**src/rtl/core/ric_pkg.sv**
```systemverilog
`timescale 1ns / 1ps
`default_nettype none
// ============================================================================
// ric_pkg
// Shared types, constants and the Windows-1252 upper table for the INFO parser.
// ============================================================================
package ric_pkg;

    localparam int LENGTH_BITS_DEF = 32;
    localparam int QUEUE_DEPTH_DEF = 4;
    localparam int HDR_BYTES       = 4;

    localparam logic [15:0] CP_DEFAULT = 16'd0;
    localparam logic [15:0] CP_LATIN1  = 16'd28591;
    localparam logic [15:0] CP_1252    = 16'd1252;
    localparam logic [15:0] CP_UTF8    = 16'd65001;

    localparam logic [7:0] CP1252_LO = 8'h80;
    localparam logic [7:0] CP1252_HI = 8'hA0;

    localparam logic [7:0] ID_CHAR_MIN = 8'h20;
    localparam logic [7:0] ID_CHAR_MAX = 8'h7E;

    typedef enum logic [1:0] {
        KIND_START = 2'd0,
        KIND_CHAR  = 2'd1,
        KIND_END   = 2'd2,
        KIND_STOP  = 2'd3
    } t_kind;

    typedef struct packed {
        logic [7:0]  data_byte;
        logic        first_byte;
        logic [31:0] total_length;
    } t_in_item;

    typedef struct packed {
        t_kind       kind;
        logic [31:0] field_id;
        logic [31:0] field_size;
        logic [15:0] char_value;
        logic        last;
    } t_out_item;

    // One queue entry: one or two result beats caused by a single byte.
    typedef struct packed {
        t_kind       kind0;
        t_kind       kind1;
        logic        two;
        logic [7:0]  data_byte;
        logic [31:0] field_id;
        logic [31:0] field_size;
    } t_cmd;

    function automatic logic cp_supported(input logic [15:0] cp);
        return (cp == CP_DEFAULT) || (cp == CP_LATIN1) || (cp == CP_UTF8) ||
               (cp == CP_1252);
    endfunction

    function automatic logic [15:0] cp1252_char(input logic [4:0] idx);
        logic [15:0] v;
        case (idx)
            5'd0:    v = 16'h20AC;
            5'd1:    v = 16'h0081;
            5'd2:    v = 16'h201A;
            5'd3:    v = 16'h0192;
            5'd4:    v = 16'h201E;
            5'd5:    v = 16'h2026;
            5'd6:    v = 16'h2020;
            5'd7:    v = 16'h2021;
            5'd8:    v = 16'h02C6;
            5'd9:    v = 16'h2030;
            5'd10:   v = 16'h0160;
            5'd11:   v = 16'h2039;
            5'd12:   v = 16'h0152;
            5'd13:   v = 16'h008D;
            5'd14:   v = 16'h017D;
            5'd15:   v = 16'h008F;
            5'd16:   v = 16'h0090;
            5'd17:   v = 16'h2018;
            5'd18:   v = 16'h2019;
            5'd19:   v = 16'h201C;
            5'd20:   v = 16'h201D;
            5'd21:   v = 16'h2022;
            5'd22:   v = 16'h2013;
            5'd23:   v = 16'h2014;
            5'd24:   v = 16'h02DC;
            5'd25:   v = 16'h2122;
            5'd26:   v = 16'h0161;
            5'd27:   v = 16'h203A;
            5'd28:   v = 16'h0153;
            5'd29:   v = 16'h009D;
            5'd30:   v = 16'h017E;
            default: v = 16'h0178;
        endcase
        return v;
    endfunction

endpackage
`default_nettype wire

```
**src/rtl/core/ric_front.sv**
```systemverilog
`timescale 1ns / 1ps
`default_nettype none
// ============================================================================
// ric_front
// Byte walker: tracks the chunk phase and queues the result beats of a byte.
// ============================================================================
module ric_front #(
    parameter int LENGTH_BITS = ric_pkg::LENGTH_BITS_DEF
) (
    input  wire              i_clk,
    input  wire              i_rst_n,
    input  wire              i_in_valid,
    output logic             o_in_ready,
    input  ric_pkg::t_in_item i_in_data,
    input  wire  [15:0]      i_code_page,
    input  wire              i_q_full,
    output logic             o_push,
    output ric_pkg::t_cmd    o_cmd
);
    import ric_pkg::*;

    localparam int L = LENGTH_BITS;

    typedef enum logic [5:0] {
        PH_FORM    = 6'b000001,
        PH_ID      = 6'b000010,
        PH_SIZE    = 6'b000100,
        PH_PAYLOAD = 6'b001000,
        PH_PAD     = 6'b010000,
        PH_STOP    = 6'b100000
    } t_phase;

    t_phase      r_phase, n_phase, e_phase;
    logic [L-1:0] r_pos, n_pos, e_pos;
    logic [L-1:0] r_len, n_len, e_len;
    logic [L-1:0] r_count, n_count, e_count, cnt1, left;
    logic [31:0] r_id, n_id, e_id;
    logic [31:0] r_size, n_size, e_size;
    logic        r_valid, n_valid, e_valid;
    logic        r_nul, n_nul, e_nul;
    logic        accept, first, active, hdr_done;
    logic [7:0]  b;

    function automatic logic id_ok(input logic [31:0] id);
        logic ok;
        ok = 1'b1;
        for (int i = 0; i < 4; i++) begin
            if (id[8*i +: 8] < ID_CHAR_MIN || id[8*i +: 8] > ID_CHAR_MAX) begin
                ok = 1'b0;
            end
        end
        return ok;
    endfunction

    assign o_in_ready = !i_q_full;
    assign accept     = i_in_valid && o_in_ready;
    assign first      = i_in_data.first_byte;
    assign b          = i_in_data.data_byte;

    always_comb begin
        e_phase = first ? PH_FORM : r_phase;
        e_pos   = first ? '0 : r_pos;
        e_len   = first ? i_in_data.total_length[L-1:0] : r_len;
        e_count = first ? '0 : r_count;
        e_id    = first ? '0 : r_id;
        e_size  = first ? '0 : r_size;
        e_valid = first ? 1'b0 : r_valid;
        e_nul   = first ? 1'b0 : r_nul;

        n_phase = e_phase;
        n_pos   = e_pos;
        n_len   = e_len;
        n_count = e_count;
        n_id    = e_id;
        n_size  = e_size;
        n_valid = e_valid;
        n_nul   = e_nul;

        cnt1     = e_count + L'(1);
        hdr_done = (e_count == L'(HDR_BYTES - 1));
        left     = '0;
        active   = (e_pos < e_len) && (e_phase != PH_STOP);

        o_push          = 1'b0;
        o_cmd.kind0     = KIND_START;
        o_cmd.kind1     = KIND_END;
        o_cmd.two       = 1'b0;
        o_cmd.data_byte = b;
        o_cmd.field_id  = e_id;
        o_cmd.field_size = e_size;

        if (active) begin
            n_pos = e_pos + L'(1);
            case (e_phase)
                PH_FORM: begin
                    if (cnt1 == L'(HDR_BYTES)) begin
                        n_phase = PH_ID;
                        n_count = '0;
                    end else begin
                        n_count = cnt1;
                    end
                end
                PH_ID: begin
                    if (e_count == '0) begin
                        n_id   = {24'h000000, b};
                        n_size = '0;
                    end else begin
                        n_id = {e_id[23:0], b};
                    end
                    n_count = cnt1;
                    if (hdr_done) begin
                        n_valid = id_ok(n_id);
                        n_phase = PH_SIZE;
                        n_count = '0;
                    end
                end
                PH_SIZE: begin
                    n_size  = e_size | (32'(b) << {e_count[1:0], 3'b000});
                    n_count = cnt1;
                    o_cmd.field_size = n_size;
                    if (hdr_done) begin
                        n_count = '0;
                        n_nul   = 1'b0;
                        left    = e_len - n_pos;
                        if (n_size > 32'(left)) begin
                            o_push      = 1'b1;
                            o_cmd.kind0 = KIND_STOP;
                            n_phase     = PH_STOP;
                        end else begin
                            o_push      = e_valid;
                            o_cmd.kind0 = KIND_START;
                            if (n_size == '0) begin
                                o_cmd.two = 1'b1;
                                n_phase   = PH_ID;
                            end else begin
                                n_phase = PH_PAYLOAD;
                            end
                        end
                    end
                end
                PH_PAYLOAD: begin
                    n_count = cnt1;
                    if (e_valid && !e_nul && b == 8'h00) begin
                        n_nul = 1'b1;
                    end
                    if (e_valid && !e_nul && b != 8'h00 && cp_supported(i_code_page)) begin
                        o_push      = 1'b1;
                        o_cmd.kind0 = KIND_CHAR;
                        o_cmd.kind1 = KIND_END;
                    end
                    if (32'(cnt1) >= e_size) begin
                        n_count = '0;
                        n_phase = e_size[0] ? PH_PAD : PH_ID;
                        if (e_valid) begin
                            if (o_push) begin
                                o_cmd.two = 1'b1;
                            end else begin
                                o_push      = 1'b1;
                                o_cmd.kind0 = KIND_END;
                            end
                        end
                    end
                end
                PH_PAD: begin
                    n_phase = PH_ID;
                    n_count = '0;
                end
                default: begin
                    n_phase = PH_STOP;
                end
            endcase
        end
        if (!accept) begin
            o_push = 1'b0;
        end
    end

    always_ff @(posedge i_clk) begin
        if (!i_rst_n) begin
            r_phase <= PH_FORM;
            r_pos   <= '0;
            r_len   <= '0;
            r_count <= '0;
            r_id    <= '0;
            r_size  <= '0;
            r_valid <= 1'b0;
            r_nul   <= 1'b0;
        end else if (accept) begin
            r_phase <= n_phase;
            r_pos   <= n_pos;
            r_len   <= n_len;
            r_count <= n_count;
            r_id    <= n_id;
            r_size  <= n_size;
            r_valid <= n_valid;
            r_nul   <= n_nul;
        end
    end

    a_stop_silent: assert property (@(posedge i_clk) disable iff (!i_rst_n)
        (accept && !first && r_phase == PH_STOP) |-> !o_push)
        else $error("front queued a beat after a stop");

endmodule
`default_nettype wire

```
**src/rtl/core/ric_queue.sv**
```systemverilog
`timescale 1ns / 1ps
`default_nettype none
// ============================================================================
// ric_queue
// Short register queue of beat commands between the front and the back.
// ============================================================================
module ric_queue #(
    parameter int DEPTH = ric_pkg::QUEUE_DEPTH_DEF
) (
    input  wire            i_clk,
    input  wire            i_rst_n,
    input  wire            i_push,
    input  ric_pkg::t_cmd  i_push_data,
    output logic           o_full,
    input  wire            i_pop,
    output logic           o_valid,
    output ric_pkg::t_cmd  o_head
);
    import ric_pkg::*;

    localparam int PW = (DEPTH > 1) ? $clog2(DEPTH) : 1;
    localparam int CW = $clog2(DEPTH + 1);

    t_cmd          r_mem [DEPTH];
    logic [PW-1:0] r_wr, r_rd;
    logic [CW-1:0] r_count;

    assign o_full  = (r_count == CW'(DEPTH));
    assign o_valid = (r_count != '0);
    assign o_head  = r_mem[r_rd];

    always_ff @(posedge i_clk) begin
        if (i_push) begin
            r_mem[r_wr] <= i_push_data;
        end
    end

    always_ff @(posedge i_clk) begin
        if (!i_rst_n) begin
            r_wr    <= '0;
            r_rd    <= '0;
            r_count <= '0;
        end else begin
            if (i_push) begin
                r_wr <= (r_wr == PW'(DEPTH - 1)) ? '0 : r_wr + PW'(1);
            end
            if (i_pop) begin
                r_rd <= (r_rd == PW'(DEPTH - 1)) ? '0 : r_rd + PW'(1);
            end
            if (i_push && !i_pop) begin
                r_count <= r_count + CW'(1);
            end else if (i_pop && !i_push) begin
                r_count <= r_count - CW'(1);
            end
        end
    end

    a_no_overflow: assert property (@(posedge i_clk) disable iff (!i_rst_n)
        i_push |-> (r_count != CW'(DEPTH)))
        else $error("queue push while full");

    a_no_underflow: assert property (@(posedge i_clk) disable iff (!i_rst_n)
        i_pop |-> (r_count != '0))
        else $error("queue pop while empty");

endmodule
`default_nettype wire

```
**src/rtl/core/ric_back.sv**
```systemverilog
`timescale 1ns / 1ps
`default_nettype none
// ============================================================================
// ric_back
// Expands queued commands into result beats, decodes text, holds the output.
// ============================================================================
module ric_back (
    input  wire               i_clk,
    input  wire               i_rst_n,
    input  wire  [15:0]       i_code_page,
    input  wire               i_q_valid,
    input  ric_pkg::t_cmd     i_q_head,
    output logic              o_pop,
    output logic              o_out_valid,
    input  wire               i_out_ready,
    output ric_pkg::t_out_item o_out_data
);
    import ric_pkg::*;

    logic      r_out_valid;
    t_out_item r_out, n_out;
    logic      r_sub;
    logic      load;
    t_kind     kind;
    logic [15:0] ch;

    assign load  = i_q_valid && (!r_out_valid || i_out_ready);
    assign o_pop = load && (!i_q_head.two || r_sub);
    assign kind  = r_sub ? i_q_head.kind1 : i_q_head.kind0;

    always_comb begin
        ch = {8'h00, i_q_head.data_byte};
        if (i_code_page == CP_1252 &&
            i_q_head.data_byte inside {[CP1252_LO : CP1252_HI - 8'd1]}) begin
            ch = cp1252_char(i_q_head.data_byte[4:0]);
        end
        n_out.kind       = kind;
        n_out.field_id   = i_q_head.field_id;
        n_out.field_size = i_q_head.field_size;
        n_out.char_value = (kind == KIND_CHAR) ? ch : 16'h0000;
        n_out.last       = !i_q_head.two || r_sub;
    end

    always_ff @(posedge i_clk) begin
        if (load) begin
            r_out <= n_out;
        end
    end

    always_ff @(posedge i_clk) begin
        if (!i_rst_n) begin
            r_out_valid <= 1'b0;
            r_sub       <= 1'b0;
        end else begin
            if (load) begin
                r_out_valid <= 1'b1;
                r_sub       <= i_q_head.two && !r_sub;
            end else if (i_out_ready) begin
                r_out_valid <= 1'b0;
            end
        end
    end

    assign o_out_valid = r_out_valid;
    assign o_out_data  = r_out;

    a_sub_on_pair: assert property (@(posedge i_clk) disable iff (!i_rst_n)
        r_sub |-> (i_q_valid && i_q_head.two))
        else $error("second beat pending without a paired entry");

endmodule
`default_nettype wire

```
**src/rtl/core/riff_info_chunk_parser_top.sv**
```systemverilog
`timescale 1ns / 1ps
`default_nettype none
// ============================================================================
// riff_info_chunk_parser_top
// RIFF INFO list body parser: bytes in, field start/text/end beats out.
// ============================================================================
// Input channel: one body byte per beat; first_byte marks byte 0 of a new
// buffer and samples total_length. Output channel: one result per beat,
// last set on the final beat caused by a byte. Config channel: code page,
// always ready, written while the block is idle (a user rule, not enforced
// by the block). Throughput: one byte per cycle while the queue is not full.
// A byte that causes two results (field start with field end, or a character
// with field end) holds the output register for both; the command queue
// absorbs the difference. A byte's command goes into the queue, then into
// the output register. Reset: parse state clears to form type skip with zero
// length, so bytes are dropped until a first_byte; code page clears to the
// default (0); queue and output register empty. When the receiver stalls, the
// queue fills and input ready drops once it holds its full depth of commands.
// ============================================================================
module riff_info_chunk_parser_top #(
    parameter int LENGTH_BITS = ric_pkg::LENGTH_BITS_DEF,
    parameter int QUEUE_DEPTH = ric_pkg::QUEUE_DEPTH_DEF
) (
    input  wire                i_clk,
    input  wire                i_rst_n,
    input  wire                i_in_valid,
    output logic               o_in_ready,
    input  ric_pkg::t_in_item  i_in_data,
    output logic               o_out_valid,
    input  wire                i_out_ready,
    output ric_pkg::t_out_item o_out_data,
    input  wire                i_cfg_valid,
    output logic               o_cfg_ready,
    input  wire  [15:0]        i_cfg_data
);
    import ric_pkg::*;

    logic [15:0] r_code_page;
    logic        q_full, q_push, q_pop, q_valid;
    t_cmd        q_in, q_head;

    assign o_cfg_ready = 1'b1;

    always_ff @(posedge i_clk) begin
        if (!i_rst_n) begin
            r_code_page <= CP_DEFAULT;
        end else if (i_cfg_valid) begin
            r_code_page <= i_cfg_data;
        end
    end

    ric_front #(
        .LENGTH_BITS (LENGTH_BITS)
    ) u_front (
        .i_clk       (i_clk),
        .i_rst_n     (i_rst_n),
        .i_in_valid  (i_in_valid),
        .o_in_ready  (o_in_ready),
        .i_in_data   (i_in_data),
        .i_code_page (r_code_page),
        .i_q_full    (q_full),
        .o_push      (q_push),
        .o_cmd       (q_in)
    );

    ric_queue #(
        .DEPTH (QUEUE_DEPTH)
    ) u_queue (
        .i_clk       (i_clk),
        .i_rst_n     (i_rst_n),
        .i_push      (q_push),
        .i_push_data (q_in),
        .o_full      (q_full),
        .i_pop       (q_pop),
        .o_valid     (q_valid),
        .o_head      (q_head)
    );

    ric_back u_back (
        .i_clk       (i_clk),
        .i_rst_n     (i_rst_n),
        .i_code_page (r_code_page),
        .i_q_valid   (q_valid),
        .i_q_head    (q_head),
        .o_pop       (q_pop),
        .o_out_valid (o_out_valid),
        .i_out_ready (i_out_ready),
        .o_out_data  (o_out_data)
    );

endmodule
`default_nettype wire
```
**config.mk**
```make
export PLATFORM = sky130hd
export DESIGN_NAME = riff_info_chunk_parser_top
export DESIGN_NICKNAME = d
export VERILOG_FILES = /design/src/rtl/core/ric_pkg.sv /design/src/rtl/core/ric_front.sv /design/src/rtl/core/ric_queue.sv /design/src/rtl/core/ric_back.sv /design/src/rtl/core/riff_info_chunk_parser_top.sv
export SDC_FILE = /design/constraint.sdc
export NUM_CORES = 1
export LEC_CHECK = 0
export ABC_AREA = 1
export BUFFER_PORTS_ARGS = -buffer_cell sky130_fd_sc_hd__buf_4
export CELL_PAD_IN_SITES_DETAIL_PLACEMENT = 0
export CELL_PAD_IN_SITES_GLOBAL_PLACEMENT = 2
export CORE_UTILIZATION = 43
export CTS_BUF_LIST = sky130_fd_sc_hd__clkbuf_8
export DETAILED_ROUTE_END_ITERATION = 8
export PLACE_DENSITY = 0.85
export SLEW_MARGIN = 20
export SYNTH_ARGS = -nofsm -noshare
export SYNTH_HDL_FRONTEND = slang
export SYNTH_HIERARCHICAL = 1
export SYNTH_SLANG_ARGS = --single-unit
```
**constraint.sdc**
```tcl
create_clock -name i_clk -period 17.35 [get_ports i_clk]
set_clock_uncertainty 0.1 [all_clocks]
set_input_delay 0.8675 -clock i_clk [delete_from_list [all_inputs] [get_ports i_clk]]
set_output_delay 0.8675 -clock i_clk [all_outputs]
set_load 0.005 [all_outputs]
```
==> results of run 1 <==
[per-stage QoR]
| stage | hold slack (ns) | util |
|---|---|---|
| finish | 0.348 | 0.481 |
| global route | 0.342 | 0.481 |
| CTS | 0.293 | 0.481 |
| detailed placement | 0.353 | 0.453 |
| global placement | 0.348 | 0.453 |
| floorplan | 0.329 | - |
[kinds of logic (layout without fill, tap and decap cells)]
group | count (synthesis) | count (layout) | synth area share
other | 4 | 9 | 0.000464
adder cells (fa/ha/maj) | 138 | 138 | 0.0538
AO/OA/AOI/OAI | 791 | 791 | 0.133
buffers and inverters | 574 | 738 | 0.0791
XOR/XNOR | 69 | 69 | 0.0187
flip-flops | 581 | 581 | 0.479
AND/OR/NAND/NOR | 1731 | 1731 | 0.236
[cell usage in the layout (no fill, tap or decap), types with 15 or more instances in the layout]
master / n
or2_2: 23
nor3_1: 42
xnor2_1: 15
clkinv_1: 27
nand2_2: 31
nor2_2: 33
o22ai_1: 77
dfxtp_1: 193
nor2_1: 396
a21oi_1: 318
buf_4: 165
ha_1: 136
nand4_1: 55
inv_1: 379
xor2_1: 54
edfxtp_1: 386
clkbuf_8: 107
o211ai_1: 48
nand3_2: 21
o21ai_0: 278
o21ai_1: 30
inv_2: 27
nand2_1: 881
nand3_1: 187
[cells in the mapped netlist (all sizes together)]
cell type | n | share of area
nand2 | 918 | 0.11
nor2 | 443 | 0.057
edfxtp | 386 | 0.36
inv | 386 | 0.045
a21oi | 318 | 0.049
o21ai | 317 | 0.050
nand3 | 213 | 0.038
dfxtp | 195 | 0.12
ha | 136 | 0.053
buf | 95 | 0.022
clkbuf | 91 | 0.011
o22ai | 78 | 0.015
nand4 | 56 | 0.011
xor2 | 54 | 0.015
o211ai | 48 | 0.011
nor3 | 47 | 0.0082
or2 | 32 | 0.0062
xnor2 | 15 | 0.0041
nor4 | 13 | 0.0032
o21a | 10 | 0.0023
a31oi | 7 | 0.0014
conb | 4 | 0.00046
o21bai | 4 | 0.00093
and3 | 3 | 0.00058
nand3b | 3 | 0.00070
a211oi | 2 | 0.00046
a21o | 2 | 0.00046
a221oi | 2 | 0.00054
a41oi | 2 | 0.00054
clkinv | 2 | 0.00023
fa | 2 | 0.0012
nor3b | 2 | 0.00062
a21boi | 1 | 0.00023
and2 | 1 | 0.00019
[critical path: cells and delay by family]
kind | cells | cell delay (ns)
xor gates and xnor gates | 1 | 0.19
adders and majority gates | 2 | 0.68
AOI/OAI and AO/OA | 4 | 1.45
buffers and inverters | 5 | 2.30
and+or+nand+nor | 17 | 2.51
[power by group]
part	internal, W	switching (W)	leakage (nW)
sequential	0.00165	0.0000645	5.15
combinational	0.000365	0.000754	8.56
clock	0.000673	0.000603	1.15
[per-layer routing]
layer  wire, µm  global-route usage
met5          0                   0
met1      48400               0.384
met3       5980              0.0345
met4       1680              0.0589
met2      44400               0.400
[layout make-up]
class	count	share of cell area
flip-flops and latches	581	0.433
multi-input cells	2737	0.400
inverters	388	0.0413
clock buffers	107	0.0411
repair buffers	165	0.0346
well taps	969	0.0338
clock inverters	78	0.0166
diodes	1	0.0000699
[flip-flops by register name (all words and copies together), names as in the netlist, 3 cells and up, named ones only]
| register | flops |
|---|---|
| u_front/r_phase | 6 |
| u_front/r_id | 32 |
| u_queue/r_mem | 308 |
| u_front/r_pos | 32 |
| u_back/o_out_data | 78 |
| r_code_page | 16 |
| u_queue/r_count | 3 |
| u_front/r_len | 32 |
| u_front/r_size | 32 |
| u_front/r_count | 32 |
[how the worst min path moves through the flow]
stage,startpoint,endpoint,slack [ns],depth (start not counted)
after floorplan,u_front/r_len[31],u_front/r_len[31],0.33,2
after global placement,u_front/r_len[15],u_front/r_len[15],0.35,2
after detailed placement,u_front/r_len[23],u_front/r_len[23],0.35,2
after CTS,i_cfg_data[13],r_code_page[13],0.29,5
after global routing,i_cfg_data[1],r_code_page[1],0.34,5
final,i_cfg_data[7],r_code_page[7],0.35,5
==> impl_metrics.env, run 1 <==
export IMPL_antenna_found_initial=4
export IMPL_worst_slew_pin_transition_ns=1.15
export IMPL_cts_max_level=3
export IMPL_rr_worst_depth=29
export IMPL_drtIter0Drc=2159
export IMPL_relSlewSlack=0.225
export IMPL_path_common_cell="nand2_1"
export IMPL_pre_cts_ws_ns=8.73
export IMPL_clk_path_buf_depth=3
export IMPL_wl_per_cell_um=20.0
export IMPL_seqCellArea_um2=15500
export IMPL_grt_ovfl_total=0
export IMPL_clk_pin_slew_ns=0.06
export IMPL_cts_tree="built"
export IMPL_clk_latency_ns=0.74
export IMPL_setup_tns_ns=0
export IMPL_dieArea_um2=76300
export IMPL_cp_end_kind="flip-flop"
export IMPL_rrSetupSlack_ns=10.15
export IMPL_power_density_nw_per_um2=115
export IMPL_crit_slowest_cell="inv_8"
export IMPL_power_leakage_nw=14.9
export IMPL_endpoint="u_queue/r_mem[0][9]"
export IMPL_post_cts_buffers=0
export IMPL_cp_arrival_ns=8.16
export IMPL_dr_total_vias=26900
export IMPL_gp_congestion=0.895
export IMPL_stdcell_count=5026
export IMPL_syn_area_per_cell_um2=8.32
export IMPL_slew_viol_final=0
export IMPL_status="complete, no violations"
export IMPL_yosysWarnings=6
export IMPL_final_hold_violation_count=0
export IMPL_worstSetupStartpoint="i_in_data[32]"
export IMPL_io_buffers=141
export IMPL_min_period_over_period=0.458
export IMPL_ir_worst_vdd_v=0.0000870
export IMPL_die_x_um=276
export IMPL_r2r_start="u_front/r_pos[1]"
export IMPL_dp_cells=4840
export IMPL_vias_per_cell=5.35
export IMPL_dr_pass1_iters=6
export IMPL_numCtsBuffers=98
export IMPL_finalCriticalPeriod_ns=7.95
export IMPL_required_ns=17.56
export IMPL_grt_pass1_vias=25200
export IMPL_nNetsFinal=4171
export IMPL_critPathKind="primary input to flip-flop"
export IMPL_syn_to_final_growth_pct=10.7
export IMPL_rows=100
export IMPL_max_freq_mhz=126
export IMPL_reg2reg_to="u_queue/r_mem[0][9]"
export IMPL_detail_route_antenna_nets=0
export IMPL_ys_seq_area_frac=0.479
export IMPL_cts_root_buffer="clkbuf_8"
export IMPL_route_detailed_drc=0
export IMPL_setup_viol=0
export IMPL_synth_cell_type_count=62
export IMPL_syn_area_um2=32400
export IMPL_place_detailed_hpwl_um=70600
export IMPL_grt_max_degree=142
export IMPL_cpPeakStageDelay_ns=0.71
export IMPL_cts_hold_buffers_added=0
export IMPL_core_area_um2=74400
export IMPL_ios=148
export IMPL_groute_usage_overall=0.259
export IMPL_critPathMaxFanout=141
export IMPL_fillCellCount=7370
export IMPL_grt_pass1_wl_um=153000
export IMPL_drv_cap=0
export IMPL_min_path_type="primary input to flip-flop"
export IMPL_clkSinkCount=581
export IMPL_multi_input_area_um2=14300
export IMPL_rsz0062_at_grt="false"
export IMPL_wl_um=101000
export IMPL_start_util=0.435
export IMPL_dpl_cell_area_um2=33700
export IMPL_cts_resized_gates=0
export IMPL_cp_start_kind="primary input"
export IMPL_die_h_um=276
export IMPL_yosys_register_bits=581
export IMPL_drive_gt1_frac=0.120
export IMPL_final_cell_area_um2=35800
export IMPL_finalWorstSetupSlack_ns=9.40
export IMPL_power_total_w=0.00410
export IMPL_syn_inst=3888
No activity file was read; power rests on OpenSTA's default activity.
==> inputs of run 2 (changes only) <==
--- a/config.mk
+++ b/config.mk
@@ -9,10 +9,10 @@
 export BUFFER_PORTS_ARGS = -buffer_cell sky130_fd_sc_hd__buf_4
 export CELL_PAD_IN_SITES_DETAIL_PLACEMENT = 0
 export CELL_PAD_IN_SITES_GLOBAL_PLACEMENT = 2
-export CORE_UTILIZATION = 43
+export CORE_UTILIZATION = 39
 export CTS_BUF_LIST = sky130_fd_sc_hd__clkbuf_8
 export DETAILED_ROUTE_END_ITERATION = 8
-export PLACE_DENSITY = 0.85
+export PLACE_DENSITY = 0.78
 export SLEW_MARGIN = 20
 export SYNTH_ARGS = -nofsm -noshare
 export SYNTH_HDL_FRONTEND = slang
==> constraint.sdc (replaced) <==
create_clock -name i_clk -period 8.26 [get_ports i_clk]
set_clock_uncertainty 0.1 [all_clocks]
set_input_delay 0.413 -clock i_clk [delete_from_list [all_inputs] [get_ports i_clk]]
set_output_delay 0.413 -clock i_clk [all_outputs]
set_load 0.005 [all_outputs]
==> impl_metrics.env, run 2 (synthesis results as in run 1) <==
export IMPL_status="complete, no violations"
export IMPL_min_period_over_period=0.814
export IMPL_numCtsBuffers=101
export IMPL_syn_to_final_growth_pct=12.7
export IMPL_hold_end="r_code_page[4]"
export IMPL_p_seq_frac=0.418
export IMPL_grt_ovfl_total=0
export IMPL_cts_tree="built"
export IMPL_cp_arrival_ns=7.01
export IMPL_io_buffers=141
export IMPL_power_switching_w=0.00300
export IMPL_slew_viol_final=0
export IMPL_setup_viol=0
export IMPL_crit_slowest_cell="a41oi_1"
export IMPL_critPathKind="flip-flop to flip-flop"
export IMPL_final_hold_violation_count=0
export IMPL_r2r_start="u_front/r_pos[1]"
export IMPL_grt_pass1_vias=25900
export IMPL_dr_total_vias=27200
export IMPL_pwr_share_clk=0.303
export IMPL_ios=148
export IMPL_rows=105
export IMPL_dr_pass1_iters=5
export IMPL_drive_gt1_frac=0.120
export IMPL_hold_ws_ns=0.0727
export IMPL_nNetsFinal=4230
export IMPL_required_ns=8.55
export IMPL_intPower_w=0.00559
export IMPL_place_detailed_hpwl_um=73700
export IMPL_critPathMaxFanout=32
export IMPL_wl_um=104000
export IMPL_min_path_type="primary input to flip-flop"
export IMPL_cts_root_buffer="clkbuf_8"
export IMPL_largest_reg_flops=308
export IMPL_cp_end_kind="flip-flop"
export IMPL_hold_depth=3
export IMPL_clk_latency_ns=0.75
export IMPL_start_util=0.394
export IMPL_final_cell_area_um2=36500
export IMPL_relSlewSlack=0.267
export IMPL_gp_congestion=0.886
export IMPL_top_register="u_queue/r_mem"
export IMPL_route_detailed_drc=0
export IMPL_power_leakage_nw=15.2
export IMPL_ir_worst_vdd_v=0.000177
export IMPL_drv_cap=0
export IMPL_drtIter0Drc=2152
export IMPL_power_density_nw_per_um2=236
export IMPL_worst_slew_pin_transition_ns=1.09
export IMPL_groute_usage_overall=0.245
export IMPL_antenna_found_initial=4
export IMPL_cpPeakStageDelay_ns=0.70
export IMPL_pwr_share_comb=0.279
export IMPL_reg2reg_to="u_queue/r_mem[0][60]"
export IMPL_setup_tns_ns=0
export IMPL_clk_path_buf_depth=3
export IMPL_rsz0062_at_grt="false"
export IMPL_max_freq_mhz=149
export IMPL_dpl_cell_area_um2=34000
export IMPL_post_cts_buffers=0
export IMPL_clkSinkCount=581
export IMPL_finalCriticalPeriod_ns=6.72
export IMPL_cts_max_level=3
export IMPL_die_x_um=290
export IMPL_final_common_cell="nand2_1"
export IMPL_vias_per_cell=5.24
export IMPL_swShare=0.349
export IMPL_grt_pass1_wl_um=159000
export IMPL_hp_start="i_cfg_valid"
export IMPL_dieArea_um2=84100
export IMPL_cp_start_kind="flip-flop"
export IMPL_grt_max_degree=97
export IMPL_rr_worst_depth=30
export IMPL_core_area_um2=82100
export IMPL_clk_pin_slew_ns=0.06
export IMPL_wl_per_cell_um=20.1
export IMPL_detail_route_antenna_nets=0
export IMPL_path_common_cell="nand2_1"
export IMPL_fin_util=0.444
export IMPL_die_h_um=290
export IMPL_rrSetupSlack_ns=1.54
export IMPL_layout_common_cells="nand2_1, inv_1, nor2_1"
-- run 2: changes by cell type in the layout (fill, tap and decap cells not counted), sizes merged --
cell	change
clkinvlp	-1
inv	+21
bufinv	-2
buf	+11
dlygate4sd3	+45
clkinv	-15
diode	+1
-- run 2: final cells by class --
class | instances | area, µm²
sequential | 581 | 15500
tap | 1070 | 1340
fill | 8358 | 45600
antenna | 2 | 5.00
multi-input combinational | 2737 | 14300
clock inverter | 81 | 526
clock buffer | 107 | 1470
timing repair buffer | 221 | 1820
inverter | 388 | 1480
-- run 2: power by group through the flow --
stage | sequential [W] | clock (W) | combinational [W]
after floorplan | 0.00363 | 0 | 0.00155
after global placement | 0.00366 | 0 | 0.00240
after detailed placement | 0.00366 | 0 | 0.00239
after CTS | 0.00360 | 0.00269 | 0.00242
after global routing | 0.00362 | 0.00281 | 0.00268
final | 0.00359 | 0.00260 | 0.00240
-- run 2: stage by stage --
| stage | power (W) | cells | setup slack, ns |
|---|---|---|---|
| 4_1_cts | 0.00871 | 5185 | 1.50 |
| 6_report | 0.00859 | 5187 | 1.54 |
| 2_1_floorplan | 0.00518 | 3892 | 1.06 |
| 3_3_place_gp | 0.00605 | 4952 | 1.21 |
| 5_1_grt | 0.00911 | 5187 | 0.963 |
| 3_5_place_dp | 0.00605 | 4952 | 1.07 |
-- run 2: worst max path at each step --
stage	start	end	slack (ns)	cells after the start
after floorplan	i_in_data[32]	u_queue/r_mem[0][0]	1.06	34
after global placement	i_in_data[32]	u_queue/r_mem[0][52]	1.21	29
after detailed placement	i_in_data[32]	u_queue/r_mem[0][44]	1.07	29
after CTS	u_front/r_pos[1]	u_queue/r_mem[0][60]	1.50	30
after global routing	u_front/r_pos[1]	u_queue/r_mem[0][60]	0.96	30
final	u_front/r_pos[1]	u_queue/r_mem[0][60]	1.54	30
-- run 2: critical path, delay by kind of cell, from the launching register on --
family	cells	cell delay, ns
xor gates and xnor gates	1	0.19
buffers and inverters	4	1.04
DFF	1	0.35
AOI/OAI and AO/OA	1	0.70
and+or+nand+nor	21	3.00
adders and majority gates	3	0.93
-- run 2: what timing repair did --
action | in CTS | in global routing
resized for setup | 0 | 0
hold endpoints to repair | 50 | 0
hold buffers | 45 | 0
-- run 2: metal layers --
layer | share of wire | vias to the layer above | global-route usage | wire length [µm]
met2 | 0.45 | 768 | 0.386 | 46800
met5 | 0 | - | 0 | 0
met3 | 0.057 | 107 | 0.0354 | 5940
li1 | - | 13400 | - | -
met4 | 0.015 | 0 | 0.0546 | 1540
met1 | 0.48 | 12900 | 0.354 | 50100
==> inputs of run 3 (changes only) <==
--- a/config.mk
+++ b/config.mk
@@ -9,10 +9,10 @@
 export BUFFER_PORTS_ARGS = -buffer_cell sky130_fd_sc_hd__buf_4
 export CELL_PAD_IN_SITES_DETAIL_PLACEMENT = 0
 export CELL_PAD_IN_SITES_GLOBAL_PLACEMENT = 2
-export CORE_UTILIZATION = 39
+export CORE_UTILIZATION = 36
 export CTS_BUF_LIST = sky130_fd_sc_hd__clkbuf_8
 export DETAILED_ROUTE_END_ITERATION = 8
-export PLACE_DENSITY = 0.78
+export PLACE_DENSITY = 0.75
 export SLEW_MARGIN = 20
 export SYNTH_ARGS = -nofsm -noshare
 export SYNTH_HDL_FRONTEND = slang
==> constraint.sdc (replaced) <==
create_clock -name i_clk -period 6.1 [get_ports i_clk]
set_clock_uncertainty 0.1 [all_clocks]
set_input_delay 0.305 -clock i_clk [delete_from_list [all_inputs] [get_ports i_clk]]
set_output_delay 0.305 -clock i_clk [all_outputs]
set_load 0.005 [all_outputs]
==> impl_metrics.env, run 3 (synthesis results as in run 1) <==
export IMPL_final_hold_violation_count=0
export IMPL_route_detailed_drc=11
export IMPL_rsz0062_at_grt="false"
export IMPL_numCtsBuffers=104
export IMPL_cp_start_kind="flip-flop"
export IMPL_finalWorstSetupSlack_ns=0.448
export IMPL_pre_cts_ws_ns=0.190
export IMPL_max_freq_mhz=177
export IMPL_grt_ovfl_total=0
export IMPL_place_detailed_hpwl_um=77100
export IMPL_cp_arrival_ns=6.18
export IMPL_ir_worst_vdd_v=0.000212
export IMPL_power_leakage_nw=15.6
export IMPL_top_register="u_queue/r_mem"
export IMPL_core_area_um2=88600
export IMPL_detail_route_antenna_nets=0
export IMPL_groute_usage_overall=0.236
export IMPL_antenna_found_initial=2
export IMPL_crit_slowest_cell="fa_1"
export IMPL_hp_start="i_in_data[0]"
export IMPL_cp_end_kind="flip-flop"
export IMPL_final_cell_area_um2=37600
export IMPL_final_common_cell="nand2_1"
export IMPL_dr_total_vias=27600
export IMPL_min_path_type="primary input to flip-flop"
export IMPL_clk_path_buf_depth=3
export IMPL_multi_input_area_um2=14500
export IMPL_rr_worst_depth=39
export IMPL_grt_pass1_vias=26400
export IMPL_drv_cap=0
export IMPL_relSlewSlack=0.355
export IMPL_dr_pass1_iters=9
export IMPL_hold_depth=6
export IMPL_syn_to_final_growth_pct=16.3
export IMPL_die_x_um=302
export IMPL_cts_root_buffer="clkbuf_8"
export IMPL_clk_pin_slew_ns=0.06
export IMPL_cts_tree="built"
export IMPL_grt_pass1_wl_um=164000
export IMPL_ios=148
export IMPL_drtIter0Drc=1954
export IMPL_clk_latency_ns=0.75
export IMPL_slew_viol_final=0
export IMPL_wl_um=108000
export IMPL_grt_max_degree=110
export IMPL_worst_slew_pin_transition_ns=0.967
export IMPL_largest_reg_flops=308
export IMPL_die_h_um=302
export IMPL_r2r_start="u_front/r_pos[1]"
export IMPL_power_density_nw_per_um2=311
export IMPL_cpPeakStageDelay_ns=0.38
export IMPL_hold_end="u_front/r_len[0]"
export IMPL_cts_max_level=3
export IMPL_critPathMaxFanout=4
export IMPL_path_common_cell="nand2_1"
export IMPL_seqCellArea_um2=15500
export IMPL_nNetsFinal=4328
export IMPL_hold_ws_ns=0.0671
export IMPL_required_ns=6.63
export IMPL_rows=109
export IMPL_io_buffers=141
export IMPL_setup_viol=0
export IMPL_wl_per_cell_um=20.2
export IMPL_dieArea_um2=91100
export IMPL_layout_common_cells="nand2_1, nor2_1, inv_1"
export IMPL_violations="design-rule violations"
export IMPL_finalCriticalPeriod_ns=5.65
export IMPL_min_period_over_period=0.926
export IMPL_critPathKind="flip-flop to flip-flop"
export IMPL_fillCellCount=9054
export IMPL_clkSinkCount=581
export IMPL_reg2reg_to="u_queue/r_count[2]"
export IMPL_start_util=0.365
export IMPL_drive_gt1_frac=0.139
export IMPL_vias_per_cell=5.14
export IMPL_gp_congestion=0.913
export IMPL_rrSetupSlack_ns=0.45
export IMPL_status="finished, violations left"
export IMPL_dpl_cell_area_um2=34800
==> run 3: power breakdown <==
part	leakage, nW	internal, W	switching, W	total, W
sequential	5.15	0.00468	0.000178	0.00486
clock	1.14	0.00178	0.00171	0.00349
combinational	9.27	0.00112	0.00223	0.00335
==> run 3: worst max-delay path by stage <==
stage | cells past startpoint | slack, ns | to | start
3_3_place_gp | 35 | 0.18 | u_queue/r_count[2] | i_in_data[32]
4_1_cts | 35 | 0.30 | u_queue/r_count[2] | u_front/r_pos[1]
5_1_grt | 39 | 0.02 | u_queue/r_count[2] | u_front/r_pos[1]
6_report | 39 | 0.45 | u_queue/r_count[2] | u_front/r_pos[1]
3_5_place_dp | 34 | 0.19 | u_queue/r_count[2] | i_in_data[32]
2_1_floorplan | 31 | -0.03 | u_queue/r_mem[0][0] | i_in_data[32]
==> run 3: final cells by class <==
class                   count  share of cell area
clock inverters            77              0.0113
clock buffers             111              0.0406
diodes                      1           0.0000665
flip-flops and latches    581               0.412
repair buffers            316              0.0726
inverters                 388              0.0396
multi-input cells        2737               0.385
well taps                1165              0.0387
==> run 3: layer usage <==
| layer | global-route usage | routed length (µm) | up-vias |
|---|---|---|---|
| met3 | 0.0302 | 6010 | 136 |
| met2 | 0.373 | 48700 | 810 |
| li1 | - | - | 13600 |
| met4 | 0.0558 | 1990 | 0 |
| met1 | 0.343 | 51700 | 13100 |
| met5 | 0 | 0 | - |
==> run 3: stage by stage <==
step                std cells  TNS (ns)  power (W)  utilization
floorplan                3892     -7.97    0.00704            -
global placement         5102         0    0.00828        0.392
detailed placement       5102         0    0.00826        0.392
CTS                      5372         0     0.0118        0.424
global route             5376         0     0.0124        0.425
finish                   5376         0     0.0117        0.425
==> run 3: what timing repair did <==
action,4_1_cts,5_1_grt
buffers inserted,0,3
hold endpoints to repair,90,0
setup endpoints to repair,0,97
hold buffers,82,0
resized for setup,0,7
==> run 3: worst max-delay path, delay by kind of cell (launching register included) <==
family          cells  cell delay [ns]
compound gates      1             0.24
buf+inv             7             0.69
xor+xnor            1             0.24
simple gates       25             2.57
flops               1             0.34
fa+ha+maj           5             1.34
